## src/design/rta_pkg.sv

```systemverilog
// Shared types, constants and the sine table entry function of the rigid transform accumulator.
package rta_pkg;

  localparam int ANGLE_BITS_DEF = 12;
  localparam int FRAC_BITS_DEF  = 16;
  localparam int ENTRY_W        = 32;
  localparam int DEPTH          = 12;
  localparam int ADDR_W         = 4;

  typedef enum logic [2:0] {
    ACT_CLEAR     = 3'd0,
    ACT_TRANSLATE = 3'd1,
    ACT_ROT_X     = 3'd2,
    ACT_ROT_Y     = 3'd3,
    ACT_ROT_Z     = 3'd4,
    ACT_DH        = 3'd5,
    ACT_APPLY     = 3'd6,
    ACT_NONE      = 3'd7
  } action_t;

  typedef enum logic [3:0] {
    ST_IDLE,
    ST_CLEAR,
    ST_PLAN,
    ST_RD0,
    ST_RD1,
    ST_RD2,
    ST_RD3,
    ST_MUL,
    ST_WB,
    ST_NEXT,
    ST_OUT
  } state_t;

  typedef enum logic [1:0] {
    OP_TRANS,
    OP_ROT,
    OP_APPLY
  } op_t;

  // Sine of m steps of the given size in radians, scaled by 2^frac.
  function automatic logic signed [ENTRY_W-1:0] quarter_sin(input int unsigned m,
                                                            input real step,
                                                            input int unsigned frac);
    real x;
    real v;
    x = step * real'(m);
    v = $sin(x) * (2.0 ** frac);
    return ENTRY_W'($rtoi(v + 0.5));
  endfunction

endpackage

```

## src/design/rta_mac.sv

```systemverilog
// Shared multiply-accumulate unit with floor shift and 32-bit saturation.
module rta_mac #(
  parameter int FRAC_BITS = rta_pkg::FRAC_BITS_DEF
) (
  input  logic                               clk,
  input  logic                               clr,
  input  logic                               add_en,
  input  logic signed [rta_pkg::ENTRY_W-1:0] add_val,
  input  logic                               mul_en,
  input  logic signed [rta_pkg::ENTRY_W-1:0] a,
  input  logic signed [rta_pkg::ENTRY_W-1:0] b,
  output logic signed [rta_pkg::ENTRY_W-1:0] sat_out
);
  localparam int ACC_W = 66 - FRAC_BITS;
  logic signed [63:0]       prod;
  logic signed [ACC_W-1:0]  acc;
  logic signed [ACC_W-1:0]  term;

  always_comb begin
    prod = 64'(a) * 64'(b);
    term = ACC_W'(prod >>> FRAC_BITS);
  end

  always_ff @(posedge clk) begin
    if (clr) begin
      acc <= '0;
    end else if (mul_en) begin
      acc <= acc + term;
    end else if (add_en) begin
      acc <= acc + ACC_W'(add_val);
    end
  end

  always_comb begin
    if (acc > ACC_W'(64'sd2147483647)) begin
      sat_out = 32'sh7fffffff;
    end else if (acc < -ACC_W'(64'sd2147483648)) begin
      sat_out = 32'sh80000000;
    end else begin
      sat_out = acc[31:0];
    end
  end
endmodule

```

## config.mk

```make
export PLATFORM = sky130hd
export DESIGN_NAME = rta_mac
export DESIGN_NICKNAME = d
export VERILOG_FILES = /design/src/design/rta_pkg.sv /design/src/design/rta_mac.sv
export SDC_FILE = /design/constraint.sdc
export NUM_CORES = 2
export LEC_CHECK = 0
export ABC_AREA = 0
export BUFFER_PORTS_ARGS = -buffer_cell sky130_fd_sc_hd__buf_4
export CAP_MARGIN = 20
export CORE_UTILIZATION = 47
export DETAILED_ROUTE_END_ITERATION = 8
export GPL_TIMING_DRIVEN = 1
export PLACE_DENSITY = 0.7
export REMOVE_ABC_BUFFERS = 1
export SKIP_CTS_REPAIR_TIMING = 1
export SYNTH_ARGS = -nofsm -noshare
export SYNTH_HDL_FRONTEND = slang
export SYNTH_SLANG_ARGS = --single-unit
```

## constraint.sdc

```tcl
create_clock -name clk -period 12.6 [get_ports clk]
set_clock_uncertainty 0.2 [all_clocks]
set_input_delay 2.52 -clock clk [delete_from_list [all_inputs] [get_ports clk]]
set_output_delay 2.52 -clock clk [all_outputs]
set_load 0.1 [all_outputs]
```

Yosys cells after proc, flatten, opt, wreduce, memory -nomap -nowiden --
Cells that the tools add are included.
Storage, ports and cells: bits of input ports 100, bits in registers 50, logic and storage cells 11, output and inout bits 32
Operators by class: reduce and logical (&&, ||, !) cells 1, multiplexer cells 4, multipliers 1, add/sub/neg operators 2, magnitude comparators 2
Operators by type and width (number):
- two-way mux 50 bit | 2
- multiplier 32 x 32 -> 64 bit | 1
- two-way mux 32 bit | 2
- adder 50 x 32 -> 50 bit | 1
- adder 50 x 48 -> 50 bit | 1
- > comparator 50 x 32 -> 1 bit, second input constant | 1
- < comparator 50 x 32 -> 1 bit, second input constant | 1
- nonzero test 2 bit | 1

Depth between registers and ports, before layout --
depth after elaboration 3, gate-level depth with buffers 40, gate-level depth less buffers 39

Worst setup path after synthesis --
No wires, ideal clock.
path type input port to flip-flop, from in b[2] (netlist name), to reg acc[49], required time 12.330 ns, path slack 0.346 ns, arrival time 11.984 ns, path buffers 2, stages 38, library setup time 0.070 ns, cells stage by stage clkbuf_1 -> nand2_1 -> inv_1 -> fa_1 -> fa_1 -> fa_1 -> inv_1 -> fa_1 -> inv_1 -> fa_1 -> fa_1 -> inv_1 -> fa_1 -> inv_1 -> fa_1 -> ha_1 -> clkbuf_1 -> a21o_1 -> (+2 left out) -> a211o_1 -> nand2_1 -> o21ai_1 -> a211o_1 -> a31oi_2 -> xnor2_1 -> a21o_1 -> ha_1 -> a21oi_1 -> o21bai_1 -> a21oi_1 -> o21bai_1 -> a211o_1 -> o31a_1 -> o41ai_1 -> xor2_1 -> or3_1 -> a21oi_1
On the way: word-level cells in the longest chain between the ends 3
Ends and longest elaborated chain:
- from (decl) | RTL line rta_mac.sv:11 | input logic signed [rta_pkg::ENTRY_W-1:0] b,
- multiplier 32 x 32 -> 64 bit | RTL line rta_mac.sv:20 | prod = 64'(a) * 64'(b);
- adder 50 x 48 -> 50 bit | RTL line rta_mac.sv:28 | acc <= acc + term;
- two-way mux 50 bit | RTL line rta_mac.sv:27 | end else if (mul_en) begin
- to (signal assigned) | RTL line rta_mac.sv:28
- to (signal assigned) | RTL line rta_mac.sv:30 | acc <= acc + ACC_W'(add_val);
- to (decl) | RTL line rta_mac.sv:16 | logic signed [ACC_W-1:0] acc;
No other way between the ends. A chain may end at the register's enable or synchronous reset.

Worst setup path in the final report --
from in b[8] (netlist name), to reg acc[49]
The elaborated chain is that of the path after synthesis.

==> impl_metrics.py <==
metrics = {
    "clock_tree": {
        "clockRootBuffer": "sky130_fd_sc_hd__clkbuf_16",
        "clock_sinks": 50,
        "cts_inserted_buffers": 5,
        "clock_latency_ns": 0.31,
        "htreeDepth": 2,
        "cts_tree": "yes",
        "clk_pin_slew_worst_paths_ns": 0.08,
        "ctsLongestPathBuffers": 2,
    },
    "setup_path": {
        "critical-path-slowest-cell": "sky130_fd_sc_hd__fa_1",
        "most_frequent_cell_on_the_critical_path": "sky130_fd_sc_hd__fa_1",
        "critPathTopFamily": "adder cells",
        "startpoint_type": "input port",
        "critPathKind": "in2reg",
        "timing.critical_path.fanout_max": 19,
        "reg2reg_from": "acc[0]",
        "r2r.worst_path.cells": 14,
        "regToRegSetupSlack_ns": 8.93,
        "worstSetupEndpointType": "flip-flop",
        "crit_path_max_incr_delay_ns": 0.65,
        "crit-reg2reg-capture": "acc[48]",
        "worst_ep_required_ns": 12.64,
        "critical_path.n_buffers_inverters": 5,
        "crit_path_dat_ns": 12.23,
    },
    "cells_and_area": {
        "filler_cell_count": 7880,
        "registers.top_by_ff_count": "acc",
        "share_of_cells_above_drive_strength_1": 0.07244,
        "largest_reg_flops": 50,
        "final_net_count": 5916,
        "area.growth.synth_to_final_pct": 6.534,
        "largest_registers": "acc x50",
    },
    "drt": {
        "remaining_drc_errors": 0,
        "detail_route.iter0.violations": 1965,
        "totalWireLength_microns": 108200,
        "1st_pass_router_iterations": 6,
        "antenna_left": 0,
        "route.vias.total": 29986,
        "via_density_per_instance": 5.311,
        "routedWlPerCell_microns": 19.17,
    },
    "synth": {
        "synth-edff-count": 0,
        "post-synth-top-area-cell": "sky130_fd_sc_hd__fa_1",
        "syn_area_sq_mm": 0.04075,
        "synthDominantCellAreaShare": 0.5315,
        "synth-seq-cells": 50,
        "ys_dominant_reg_cell": "sky130_fd_sc_hd__dfxtp_1",
        "synth.yosys.warnings": 0,
        "netlist_top_cells_area": "sky130_fd_sc_hd__fa_1 (53%), sky130_fd_sc_hd__inv_1 (8.6%), sky130_fd_sc_hd__and2_1 (7.5%)",
        "netlist-cell-type-count": 76,
        "synthesis.instances": 4482,
        "synth-async-reset-ratio": 0,
        "ys_seq_area_frac": 0.02456,
        "synth.avg_cell_area_sq_um": 9.092,
    },
    "flow_run": {
        "max_cap_violations": 0,
    },
    "timing": {
        "hold_viol_final": 0,
        "grt_setup_unrepaired": "false",
        "finalSetupViolations": 0,
        "final_max_slew_viol_count": 0,
        "timing.fmax_mhz": 81.98,
        "setup_tns_ns": 0,
        "final_period_minus_worst_setup_slack_ns": 12.20,
        "timing.final.crit_share": 0.9681,
        "timing_worst_slew_pin_value_ns": 0.8972,
        "relSlewSlack": 0.4007,
    },
    "placement": {
        "dp_hpwl_microns": 95090,
        "io_buffer_count": 131,
        "gpl.final_weighted_congestion": 0.9787,
    },
    "global_routing": {
        "global_route.overflow_total": 0,
        "initial_antenna_violation_count": 7,
        "largest_net_degree_at_the_start_of_global_routing": 55,
        "first_global_vias": 32159,
        "groute.usage.overall": 0.2622,
        "grt_first_pass_wirelength_microns": 178800,
    },
    "floorplan": {
        "floorplan.rows": 107,
        "floorplan.initialDensity": 0.4763,
        "die_h_microns": 296.5,
        "horizontal_die_dimension_microns": 296.5,
        "pin_count": 132,
        "die_area_sq_mm": 0.08789,
        "core-area_sq_mm": 0.08555,
    },
    "hold_path": {
        "worstHoldPathCells": 2,
        "min_delay_worst_endpoint": "acc[18]",
        "worst_hold_startpoint": "acc[18]",
        "hold_class": "reg2reg",
    },
    "outcome": {
        "status": "completed",
    },
}
cell families (layout without fill, tap and decap cells):
| group | count (synthesis) | after routing | share of synthesized area |
|---|---|---|---|
| AND/OR/NAND/NOR | 1408 | 1408 | 0.1686 |
| adder cells (fa/ha/maj) | 1317 | 1317 | 0.6037 |
| buffers and inverters | 1179 | 1197 | 0.1088 |
| AO/OA/AOI/OAI | 389 | 389 | 0.06242 |
| XOR/XNOR | 105 | 105 | 0.02257 |
| flip-flops | 50 | 50 | 0.02456 |
| multiplexers | 34 | 34 | 0.009303 |
| other | 0 | 2 | 0 |
cells in the mapped netlist, drive strengths merged (4+ instances only):
| cell | instances |
|---|---|
| clkbuf | 234 |
| or3 | 5 |
| fa | 1082 |
| o21bai | 17 |
| o21a | 12 |
| o31a | 4 |
| nor2b | 11 |
| buf | 6 |
| nand4 | 23 |
| a211o | 4 |
| or4 | 5 |
| nand3 | 27 |
| xnor2 | 73 |
| a31oi | 12 |
| xor2 | 32 |
| and4 | 7 |
| nor4 | 8 |
| nand2 | 627 |
| a41oi | 4 |
| a211oi | 24 |
| o21ai | 48 |
| dfxtp | 50 |
| and2 | 488 |
| a21oi | 145 |
| and3 | 11 |
| mux2 | 31 |
| o211ai | 8 |
| nor3b | 4 |
| nor2 | 154 |
| nand2b | 16 |
| nor3 | 12 |
| a31o | 4 |
| inv | 939 |
| a21o | 78 |
| ha | 235 |
cell usage in the layout (no fill, tap or decap), types with 4 or more instances in the layout:
| cell | Yosys | layout |
|---|---|---|
| sky130_fd_sc_hd__fa_1 | 1082 | 1081 |
| sky130_fd_sc_hd__inv_1 | 939 | 939 |
| sky130_fd_sc_hd__nand2_1 | 627 | 627 |
| sky130_fd_sc_hd__and2_1 | 488 | 488 |
| sky130_fd_sc_hd__buf_4 | 2 | 247 |
| sky130_fd_sc_hd__ha_1 | 235 | 232 |
| sky130_fd_sc_hd__nor2_1 | 153 | 151 |
| sky130_fd_sc_hd__a21oi_1 | 143 | 142 |
| sky130_fd_sc_hd__a21o_1 | 78 | 78 |
| sky130_fd_sc_hd__xnor2_1 | 73 | 73 |
| sky130_fd_sc_hd__dfxtp_1 | 50 | 50 |
| sky130_fd_sc_hd__o21ai_0 | 39 | 38 |
| sky130_fd_sc_hd__xor2_1 | 32 | 32 |
| sky130_fd_sc_hd__mux2_2 | 31 | 31 |
| sky130_fd_sc_hd__nand3_1 | 27 | 27 |
| sky130_fd_sc_hd__nand4_1 | 23 | 23 |
| sky130_fd_sc_hd__a211oi_1 | 23 | 22 |
| sky130_fd_sc_hd__o21bai_1 | 17 | 17 |
| sky130_fd_sc_hd__nand2b_1 | 16 | 16 |
| sky130_fd_sc_hd__nor3_1 | 12 | 12 |
| sky130_fd_sc_hd__o21a_1 | 12 | 12 |
| sky130_fd_sc_hd__nor2b_1 | 11 | 11 |
| sky130_fd_sc_hd__and3_1 | 11 | 11 |
| sky130_fd_sc_hd__a31oi_1 | 10 | 10 |
| sky130_fd_sc_hd__o21ai_1 | 8 | 8 |
| sky130_fd_sc_hd__o211ai_1 | 8 | 8 |
| sky130_fd_sc_hd__and4_1 | 7 | 7 |
| sky130_fd_sc_hd__nor4_1 | 7 | 7 |
| sky130_fd_sc_hd__or3_1 | 5 | 5 |
| sky130_fd_sc_hd__clkbuf_16 | 0 | 5 |
| sky130_fd_sc_hd__a31o_2 | 4 | 4 |
| sky130_fd_sc_hd__a211o_1 | 4 | 4 |
| sky130_fd_sc_hd__a41oi_1 | 4 | 4 |
| sky130_fd_sc_hd__or4_1 | 4 | 4 |
how the worst max path moves through the flow:
| stage | slack (ns) | endpoint | from | cells after the start |
|---|---|---|---|---|
| 6_report | 0.40 | acc[49] | b[8] | 36 |
| 3_5_place_dp | 0.07 | acc[49] | a[22] | 35 |
| 4_1_cts | 0.30 | acc[49] | a[12] | 35 |
| 3_3_place_gp | 0.17 | acc[49] | a[16] | 34 |
| 5_1_grt | 0.006 | acc[49] | a[9] | 38 |
| 2_1_floorplan | 0.64 | acc[49] | b[2] | 36 |
worst reg2reg max path, cell delays in order (launching register included):
cell	delay [ns]
sky130_fd_sc_hd__dfxtp_1	0.33
sky130_fd_sc_hd__ha_1	0.25
sky130_fd_sc_hd__fa_1	0.45
sky130_fd_sc_hd__a21o_1	0.18
sky130_fd_sc_hd__a21o_1	0.21
sky130_fd_sc_hd__a211oi_1	0.24
sky130_fd_sc_hd__buf_4	0.16
sky130_fd_sc_hd__nor3_1	0.07
sky130_fd_sc_hd__o21ai_1	0.28
sky130_fd_sc_hd__a211o_1	0.23
sky130_fd_sc_hd__a31oi_1	0.16
sky130_fd_sc_hd__a211oi_2	0.27
sky130_fd_sc_hd__o21ai_1	0.12
sky130_fd_sc_hd__a2111o_1	0.41
sky130_fd_sc_hd__nand3_1	0.07
cell type report:
class	instances	area (sq um)	area share
sequential	50	1001	0.02306
clock buffer	5	125.1	0.002882
multi-input combinational	3253	35380	0.8149
tap	1144	1431	0.03297
clock inverter	3	43.79	0.001009
antenna	2	5.005	0.0001153
inverter	939	3525	0.08119
timing repair buffer	250	1906	0.04389
stage by stage:
step | util | instances | cell area (sq um) | hold WS, ns | setup WS (ns)
6_report | 0.5075 | 5646 | 43410 | 0.2795 | 0.4020
3_5_place_dp | 0.5047 | 5635 | 43180 | 0.2675 | 0.06767
5_1_grt | 0.5074 | 5644 | 43410 | 0.3044 | 0.005786
4_1_cts | 0.5067 | 5643 | 43340 | 0.2780 | 0.3031
3_3_place_gp | 0.5047 | 5635 | 43180 | 0.2616 | 0.1704
2_1_floorplan | - | 4242 | 39840 | 0.2435 | 0.6406
routing by layer:
| metal | part of all wire | track usage | vias to the layer above |
|---|---|---|---|
| met3 | 0.087 | 0.06358 | 119 |
| li1 | - | - | 13276 |
| met1 | 0.42 | 0.3640 | 15633 |
| met4 | 0.018 | 0.05218 | 10 |
| met5 | 0.00057 | 0 | - |
| met2 | 0.47 | 0.4191 | 948 |
Power is not shown: default switching activity piles up to over one toggle a cycle in this logic, so the estimate is an artifact.
