--- src/design/rta_ram.sv ---
// Generic single-port synchronous RAM with registered read.
module rta_ram #(
  parameter int WIDTH = 32,
  parameter int DEPTH = 12
) (
  input  logic                     clk,
  input  logic                     we,
  input  logic [$clog2(DEPTH)-1:0] addr,
  input  logic [WIDTH-1:0]         wdata,
  output logic [WIDTH-1:0]         rdata
);
  logic [WIDTH-1:0] mem [DEPTH];

  always_ff @(posedge clk) begin
    if (we) begin
      mem[addr] <= wdata;
    end
    rdata <= mem[addr];
  end
endmodule

--- config.mk ---
export PLATFORM = sky130hd
export DESIGN_NAME = rta_ram
export DESIGN_NICKNAME = d
export VERILOG_FILES = /design/src/design/rta_ram.sv
export SDC_FILE = /design/constraint.sdc
export NUM_CORES = 1
export LEC_CHECK = 0
export ABC_AREA = 0
export CAP_MARGIN = 20
export CORE_MARGIN = 5
export CORE_UTILIZATION = 35
export CTS_CLUSTER_SIZE = 28
export DETAILED_ROUTE_END_ITERATION = 10
export DONT_BUFFER_PORTS = 1
export GPL_ROUTABILITY_DRIVEN = 0
export PLACE_DENSITY = 0.53
export SLEW_MARGIN = 20
export SYNTH_ARGS = -nofsm -noshare
export SYNTH_HDL_FRONTEND = slang
export SYNTH_SLANG_ARGS = --single-unit
--- constraint.sdc ---
create_clock -name clk -period 4.9 [get_ports clk]
set_input_delay 0.49 -clock clk [delete_from_list [all_inputs] [get_ports clk]]
set_output_delay 0.49 -clock clk [all_outputs]
set_load 0.05 [all_outputs]
Yosys cells after proc, flatten, opt, wreduce, memory -nomap -nowiden --
Memory sizes are Yosys's and may differ from the RTL's. A register that Yosys moved wholly into a read port is not among the register bits. Index checks and enable logic that the tools add are counted.
Operators by class: muxes and demuxes 2
Operator list (count):
- $mux 1 | 2
Storage, ports and cells: bits in writable memories 384, input bits 38, memories 1, bits in registers 0
Memory list:
- mem | words 12, bits a word 32, read ports 1, clocked after Yosys merged registers in 1, wr ports 1, line 12 | logic [WIDTH-1:0] mem [DEPTH];

Depth between registers and ports, before layout --
Gate-level depths: netlist of the first run.
word-level depth 2, gate-level depth with buffers 6, gate-level depth less buffers 3

Worst setup path before layout of the first run --
Ideal clock, no wire load.
kind input to register, start point in addr[2], end point mem mem[0][0], enable pin, buffers on the path 0, library setup time 0.461 ns, cell stages on the path 2, arrival time 3.208 ns, setup slack 1.230 ns, cell sequence or3b_2 > nor3_1
RTL lines:
- from (decl) | line 8 | input logic [$clog2(DEPTH)-1:0] addr,
- to (decl) | line 12
Straight into the memory's write port.

Worst setup path after layout of the first run --
start point in addr[2], end point mem mem[2][2], enable pin
Straight into the memory's write port.

==> results.txt, run 1 <==
worst setup path class: in2reg
die width: 221 um
outcome: finished clean
CTS tree: built
fin crit share: 38.1%
layer with the highest usage: met2
max_cap viols: 0
HP Class: in2reg
number of synthesized register bits: 416
critical path required time: 5.11 ns
drt drc: 0
# IOs: 70
synthesized net count: 807
antenna cell count: 0
All-Layer GR Usage: 14.0%
Crit Path Max Fanout: 17
worst-case setup slack after placement: 2.42 ns
IO buf count: 0
asr flop ratio synth: 0%
Final Net Count: 840
first-pass GRT wire length: 50.7 mm
Die Area: 48,700 um2
Area growth, synth to finish: 14.6%
Post-Layout Cell Count: 1,430
# placed instances: 1,331
Die Ht: 221 um
Final ANT Viol Nets: 0
total CTS buffers: 44
area share of the largest cell type after synthesis: 74.3%
register area: 12,200 um2
maximum buffer depth of the clock tree: 3
Setup crit end kind: register
Cell Area, Synth: 15,500 um2
final setup margin: 3.03 ns
total gr overflow: 0
postcts setup bufs: 0
Worst Skew: 0.0157 ns
largest net degree at the start of global routing: 167
most common cell after layout, fill and taps aside: edfxtp_1
CTS Root Cell: clkbuf_16
Startpoint Class: input port
Row Count: 77
Hold Violations, Final: 0
met2 Use GR: 24.5%
placed standard-cell area: 16,300 um2
M3 GR Usage: 2.91%
Pleak: 5.77 nW
clock latency on the worst-skew pair: 0.54 ns
Avg Synthesized Cell Area: 20.2 um2
core area: 44,000 um2
max frequency: 536 MHz
hpwl dp: 17.8 mm
register area share after synthesis: 78.4%
antenna violations before repair: 0
setup TNS: 0 ns
final instance area: 17,800 um2
Slew Limit Headroom: 29.0%
H-tree Lvls: 2
DR vias: 7,239
WL/cell: 23.7 um
Worst-path clk slew: 0.06 ns
maximum vdd drop: 0.276 mV
Primary FF master, synth: edfxtp_1
commonest non-fill, non-tap cells in the layout: edfxtp_1, mux2_2, mux2i_1, clkbuf_16, nand2_1
post-CTS sizing: 0
pwr dens: 418 nW/um2
cell count after synthesis: 769
Fillers: 3,929
Final Critical Period: 1.87 ns
Area contributors post-synth: edfxtp_1, mux2_2, mux4_2
WL final: 33.9 mm
DRT Pass-1 Iters: 4
setup violators final: 0
WP data arrival: 2.07 ns
Synth area leader: edfxtp_1
Post-synth EDFFs: 384
max-slew violations: 0
grt met1 use: 17.9%
1st-iter DRT viols: 529
area taken by multi-input logic gates: 3150 um2
Synth cell types: 22
RSZ-0062 raised after global routing: false
YS warnings: 0
Slew @ Worst Pin: 1.06 ns
vias in the first global route: 7,682
vias per cell: 5.06
Clock Sinks: 416
fraction of layout cells with a size suffix above 1: 22.8%
Initial Utilization: 35.3%
[cell usage after synthesis (all sizes together), types with 10 or more instances]
master,instances
a22o,32
mux2i,64
nand2,34
nor2,10
clkbuf,17
o31ai,32
mux4,32
mux2,64
buf,26
edfxtp,384
o22ai,32
dfxtp,32
[worst max-delay path, cell delays in order]
cell	delay, ns
or3b_2	0.59
nor2_4	0.55
buf_4	0.43
[what timing repair did]
item	in CTS	in global routing
endpoints found under the hold margin	56	0
hold buffers	17	0
setup endpoints to repair	0	0
[stage by stage]
step           hold slack (ns)  util, %  power (mW)
2_1_floorplan            0.589        -        4.38
3_3_place_gp             0.590     36.6        4.40
3_5_place_dp             0.590     37.0        4.41
4_1_cts               0.000472     40.4        7.53
5_1_grt                0.00260     40.4        7.70
6_report                0.0344     40.4        7.44
[routing by layer]
layer | vias to the layer above | routed length [um]
met5 | - | 0
met4 | 0 | 716
met3 | 54 | 1600
met2 | 172 | 17600
met1 | 3802 | 14000
li1 | 3211 | -
[cells by family after synthesis]
family	share of synthesized area, %
DFF	78.4
muxes	13.4
AOI/OAI and AO/OA	4.67
and+or+nand+nor	1.47
buffers and inverters	2.07
[sequential cells by signal (all words and copies together) (netlist names)]
name and flops:
mem 384, rdata 32
[final timing paths]
check                           slack, ns             startpoint                   end  cells past startpoint
worst max-delay path                 3.03                addr[2]   mem[2][2]$_DFFE_PP_                      3
worst min-delay path                 0.03              wdata[26]  mem[7][26]$_DFFE_PP_                      0
worst max register to register       3.71  mem[11][20]$_DFFE_PP_     rdata[20]$_DFF_P_                      3
worst min register to register       0.68   mem[9][11]$_DFFE_PP_     rdata[11]$_DFF_P_                      3
[power by group]
| part | switching, mW | total (mW) | internal, mW |
|---|---|---|---|
| Combinational | 0.126 | 0.250 | 0.125 |
| Sequential | 0.124 | 4.10 | 3.97 |
| Clock | 1.33 | 3.09 | 1.76 |
| Total | 1.58 | 7.44 | 5.86 |
[final cells by class]
| class | count | area share (%) |
|---|---|---|
| clock buffer | 58 | 6.66 |
| tap | 592 | 4.16 |
| timing repair buffer | 30 | 2.28 |
| clock inverter | 24 | 0.858 |
| sequential | 416 | 68.4 |
| multi-input combinational | 310 | 17.7 |
No activity file was read; power rests on OpenSTA's default activity.
==> inputs of run 2 (changes only) <==
Clock period 4.9 ns to 1.76 ns, I/O delays scaled along.
==> run 2 against run 1 <==
Compared with the run above:
- first-iteration DRC count decreased by 11%
- non-clock buffer count is 33 higher
- clock skew is 0.0013 ns lower
- global-route usage shrank 0.75 points
- routed wire length fell by 5.6%
- highest routed layer unchanged
==> results.txt, run 2 (synthesis gave the netlist of run 1 again) <==
Worst Skew: 0.0144 ns
worst setup path class: reg2reg
Fillers: 3,895
final setup margin: 0.0950 ns
RSZ-0062 raised after global routing: false
fraction of layout cells with a size suffix above 1: 22.9%
pwr dens: 1160 nW/um2
Die Ht: 221 um
Slew @ Worst Pin: 0.534 ns
post-CTS sizing: 0
worst-case setup slack after placement: 0.148 ns
Critical Path Start: mem[11][29]$_DFFE_PP_
Area growth, synth to finish: 17.8%
worst flop-to-flop path endpoint: rdata[29]$_DFF_P_
register area: 12,200 um2
IO buf count: 0
Slew Limit Headroom: 64.3%
Final ANT Viol Nets: 0
most common cell after layout, fill and taps aside: edfxtp_1
die width: 221 um
biggest regs: mem x384, rdata x32
total power: 21.2 mW
drt drc: 0
fin crit share: 94.6%
largest net degree at the start of global routing: 163
All-Layer GR Usage: 13.3%
hpwl dp: 17.3 mm
Reg with most FFs: mem
Clock Sinks: 416
Pleak: 5.96 nW
Power Internal: 16.7 mW
maximum vdd drop: 0.551 mV
total CTS buffers: 46
CTS tree: built
worst r2r src: mem[11][29]$_DFFE_PP_
Clk pwr share: 42.0%
critical path required time: 2.20 ns
Worst-path clk slew: 0.06 ns
Die Area: 48,700 um2
WL/cell: 21.8 um
Final Critical Period: 1.66 ns
max_cap viols: 0
commonest non-fill, non-tap cells in the layout: edfxtp_1, mux2_2, mux2i_1, clkbuf_16, dlygate4sd3_1
vias per cell: 4.91
total gr overflow: 0
core area: 44,000 um2
Hold Violations, Final: 0
max frequency: 601 MHz
worst reg2reg path depth: 4
H-tree Lvls: 2
Row Count: 77
Psw: 4.50 mW
# IOs: 70
area taken by multi-input logic gates: 3160 um2
Startpoint Class: register
R2R Setup Slk: 0.1 ns
CTS Root Cell: clkbuf_16
Largest register FFs: 384
share of total power in sequential cells: 53.7%
setup violators final: 0
max-slew violations: 0
WP data arrival: 2.11 ns
Comb pwr share: 4.2%
HP Class: in2reg
antenna violations before repair: 4
outcome: finished clean
clock latency on the worst-skew pair: 0.56 ns
WL final: 32.0 mm
DR vias: 7,213
DRT Pass-1 Iters: 4
Initial Utilization: 35.3%
vias in the first global route: 7,628
Crit Path Max Fanout: 1
1st-iter DRT viols: 472
Final Net Count: 875
Sw Share: 21.2%
setup TNS: 0 ns
Worst Setup EP: rdata[29]$_DFF_P_
maximum buffer depth of the clock tree: 3
Setup crit end kind: register
WHS Path Cells: 3
first-pass GRT wire length: 48.5 mm
==> run 2: cell types whose count changed in the layout (fill, tap and decap cells not counted), moves of 2 or more <==
cell	before	now
buf_12	3	17
clkbuf_1	12	16
nor3_2	2	0
dlygate4sd3_1	17	36
diode_2	0	3
clkinvlp_4	0	3
clkbuf_16	45	47
buf_4	5	8
clkinv_2	13	4
buf_16	5	2
nor3_4	1	3
clkinv_1	6	9
==> run 2: repair_timing <==
| item | 4_1_cts | 5_1_grt |
|---|---|---|
| setup endpoints to repair | 0 | 0 |
| hold buffers | 38 | 0 |
| setup buffers | 0 | 0 |
| endpoints found under the hold margin | 451 | 0 |
==> run 2: through the flow <==
stage / instances / instance area [um2] / util (%) / hold slack (ns)
after detailed placement: 1343 / 16500 / 37.4 / 0.276
final: 1468 / 18300 / 41.6 / 0.0468
after floorplan: 769 / 15700 / - / 0.275
after global placement: 1343 / 16500 / 37.4 / 0.276
after global routing: 1467 / 18300 / 41.6 / 0.00638
after CTS: 1465 / 18300 / 41.5 / 0.00309
==> run 2: routing by layer <==
metal | track usage (%) | up-vias | routed length (um)
met2 | 22.4 | 114 | 15900
met3 | 3.23 | 43 | 1280
met4 | 3.33 | 0 | 538
met5 | 0 | - | 0
met1 | 17.5 | 3777 | 14300
li1 | - | 3279 | -
==> run 2: worst min path at each step <==
stage | startpoint | slack [ns] | to
floorplan | wdata[0] | 0.27 | mem[0][0]$_DFFE_PP_
global placement | wdata[25] | 0.28 | mem[7][25]$_DFFE_PP_
detailed placement | wdata[25] | 0.28 | mem[7][25]$_DFFE_PP_
CTS | addr[0] | 0.003 | rdata[19]$_DFF_P_
global route | addr[0] | 0.006 | rdata[10]$_DFF_P_
finish | addr[0] | 0.05 | rdata[3]$_DFF_P_
==> run 2: critical path, stage by stage, from the launching register on <==
cell           delay, ns
edfxtp_1            0.38
mux4_2              0.48
nand2_1             0.08
o31ai_1             0.06
dlygate4sd3_1       0.55
==> run 2: layout make-up <==
| class | count | area share, % |
|---|---|---|
| diodes | 3 | 0.0410 |
| multi-input cells | 310 | 17.3 |
| flip-flops and latches | 416 | 66.5 |
| clock inverters | 20 | 0.841 |
| repair buffers | 63 | 4.46 |
| clock buffers | 64 | 6.83 |
| well taps | 592 | 4.05 |
==> run 2: power groups by stage <==
stage	clock network [mW]	logic (mW)	registers (mW)
2_1_floorplan	0	0.628	11.6
3_3_place_gp	0	0.659	11.6
4_1_cts	9.17	0.916	11.4
5_1_grt	9.61	0.971	11.4
3_5_place_dp	0	0.660	11.6
6_report	8.92	0.896	11.4
==> inputs of run 3 (changes only) <==
Settings changed: CORE_UTILIZATION 35 to 63, CTS_CLUSTER_DIAMETER set to 40, PLACE_DENSITY 0.53 to 0.83.
==> run 3 against run 2 <==
Compared with the run above:
- design area is 2.1% lower
- clock-buffer cell count is 22 lower
- cell count shrank 19%
- via count grew 8.1%
- clock power is 3.0% higher
- sequential share of layout area grew 1.4 points
- first-iteration DRC count rose by 100%
- routed wire length rose by 5.0%
- clock skew rose by 0.0085 ns
- combinational power about the same
- critical endpoint is now rdata[5]$_DFF_P_
- largest power group unchanged
- highest routed layer is now met5
==> results.txt, run 3 (synthesis gave the netlist of run 1 again) <==
setup TNS: 0 ns
die width: 167 um
Pleak: 5.97 nW
antenna violations before repair: 4
total gr overflow: 0
Slew Limit Headroom: 53.8%
biggest regs: mem x384, rdata x32
Hold Violations, Final: 0
DR vias: 7,795
# IOs: 70
DRT Pass-1 Iters: 5
first-pass GRT wire length: 50.1 mm
Die Ht: 167 um
IO buf count: 0
total power: 21.5 mW
Worst Skew: 0.0228 ns
maximum buffer depth of the clock tree: 3
WL final: 33.6 mm
most common cell after layout, fill and taps aside: edfxtp_1
clock latency on the worst-skew pair: 0.53 ns
hpwl dp: 17.8 mm
CTS Hold Buffers Added: 36
CTS tree: built
total CTS buffers: 37
HP Class: in2reg
crit path cell chain: mux4_2 -> nand2_1 -> o31ai_1 -> dlygate4sd3_1
slowest CP cell: dlygate4sd3_1
post-layout util: 73.6%
vias in the first global route: 7,873
fin crit share: 95.0%
Slew @ Worst Pin: 0.691 ns
outcome: finished clean
fraction of layout cells with a size suffix above 1: 24.3%
max_cap viols: 0
WHS: 0.0139 ns
Largest register FFs: 384
largest net degree at the start of global routing: 167
WP data arrival: 2.10 ns
worst stage delay on the critical path: 0.56 ns
setup violators final: 0
pwr dens: 1200 nW/um2
Row Count: 57
RSZ-0062 raised after global routing: false
Setup crit end kind: register
Die Area: 27,900 um2
WL/cell: 28.4 um
Initial Utilization: 63.9%
max frequency: 598 MHz
Final Critical Period: 1.67 ns
Crit Path Max Fanout: 1
critical path required time: 2.19 ns
commonest non-fill, non-tap cells in the layout: edfxtp_1, mux2_2, mux2i_1, clkbuf_16
R2R Setup Slk: 0.09 ns
1st-iter DRT viols: 965
vias per cell: 6.58
core area: 24,300 um2
Worst-path clk slew: 0.08 ns
Area growth, synth to finish: 15.3%
postcts setup bufs: 0
Final Net Count: 868
Startpoint Class: register
post-CTS sizing: 0
maximum vdd drop: 0.980 mV
max-slew violations: 0
CTS Root Cell: clkbuf_16
H-tree Lvls: 2
drt drc: 0
All-Layer GR Usage: 24.0%
Reg with most FFs: mem
Final ANT Viol Nets: 0
worst setup path class: reg2reg
Clock Sinks: 416
-- run 3: cell types whose count changed in the layout (fill, tap and decap cells not counted), moves of 5 or more --
cell / change
inv_6: +5
buf_4: +9
clkinv_1: -9
clkbuf_1: -14
bufinv_16: +6
clkbuf_16: -8
-- run 3: per-layer routing --
layer	vias to the layer above	global-route usage (%)	wire length [um]
met4	4	7.33	930
met5	-	0	27
met1	3988	32.6	12500
met2	465	39.4	16700
met3	83	5.64	3410
li1	3255	-	-
-- run 3: path summary, 6_finish.rpt --
path | from | to | cells after the start
worst max-delay path | mem[11][5]$_DFFE_PP_ | rdata[5]$_DFF_P_ | 4
worst min-delay path | addr[1] | rdata[3]$_DFF_P_ | 3
worst max register to register | mem[11][5]$_DFFE_PP_ | rdata[5]$_DFF_P_ | 4
worst min register to register | mem[10][26]$_DFFE_PP_ | rdata[26]$_DFF_P_ | 3
-- run 3: report_power, final --
| part | internal (mW) | switching (mW) |
|---|---|---|
| clock | 5.43 | 3.76 |
| combinational | 0.402 | 0.495 |
| sequential | 11.0 | 0.380 |
| total | 16.9 | 4.64 |
-- run 3: critical path: cells and delay by family, from the launching register on --
kind	cells	cell delay [ns]
AO/OA/AOI/OAI	1	0.06
buffers and inverters	1	0.56
flip-flops	1	0.37
multiplexers	1	0.50
AND/OR/NAND/NOR	1	0.09
-- run 3: area by class of cell --
cell class	count	area, um2
timing repair buffer	65	756
tap	324	405
clock inverter	26	424
antenna	2	5.00
fill	1274	6410
multi-input combinational	310	3150
sequential	416	12200
clock buffer	42	997
-- run 3: metrics by stage --
stage / setup slack (ns) / cells / cell area [um2]
final: 0.0885 / 1185 / 17900
after global routing: 0.0479 / 1184 / 17900
after CTS: 0.109 / 1183 / 17900
after detailed placement: 0.129 / 1079 / 16100
after global placement: -0.0674 / 1079 / 16100
after floorplan: -0.258 / 769 / 15700
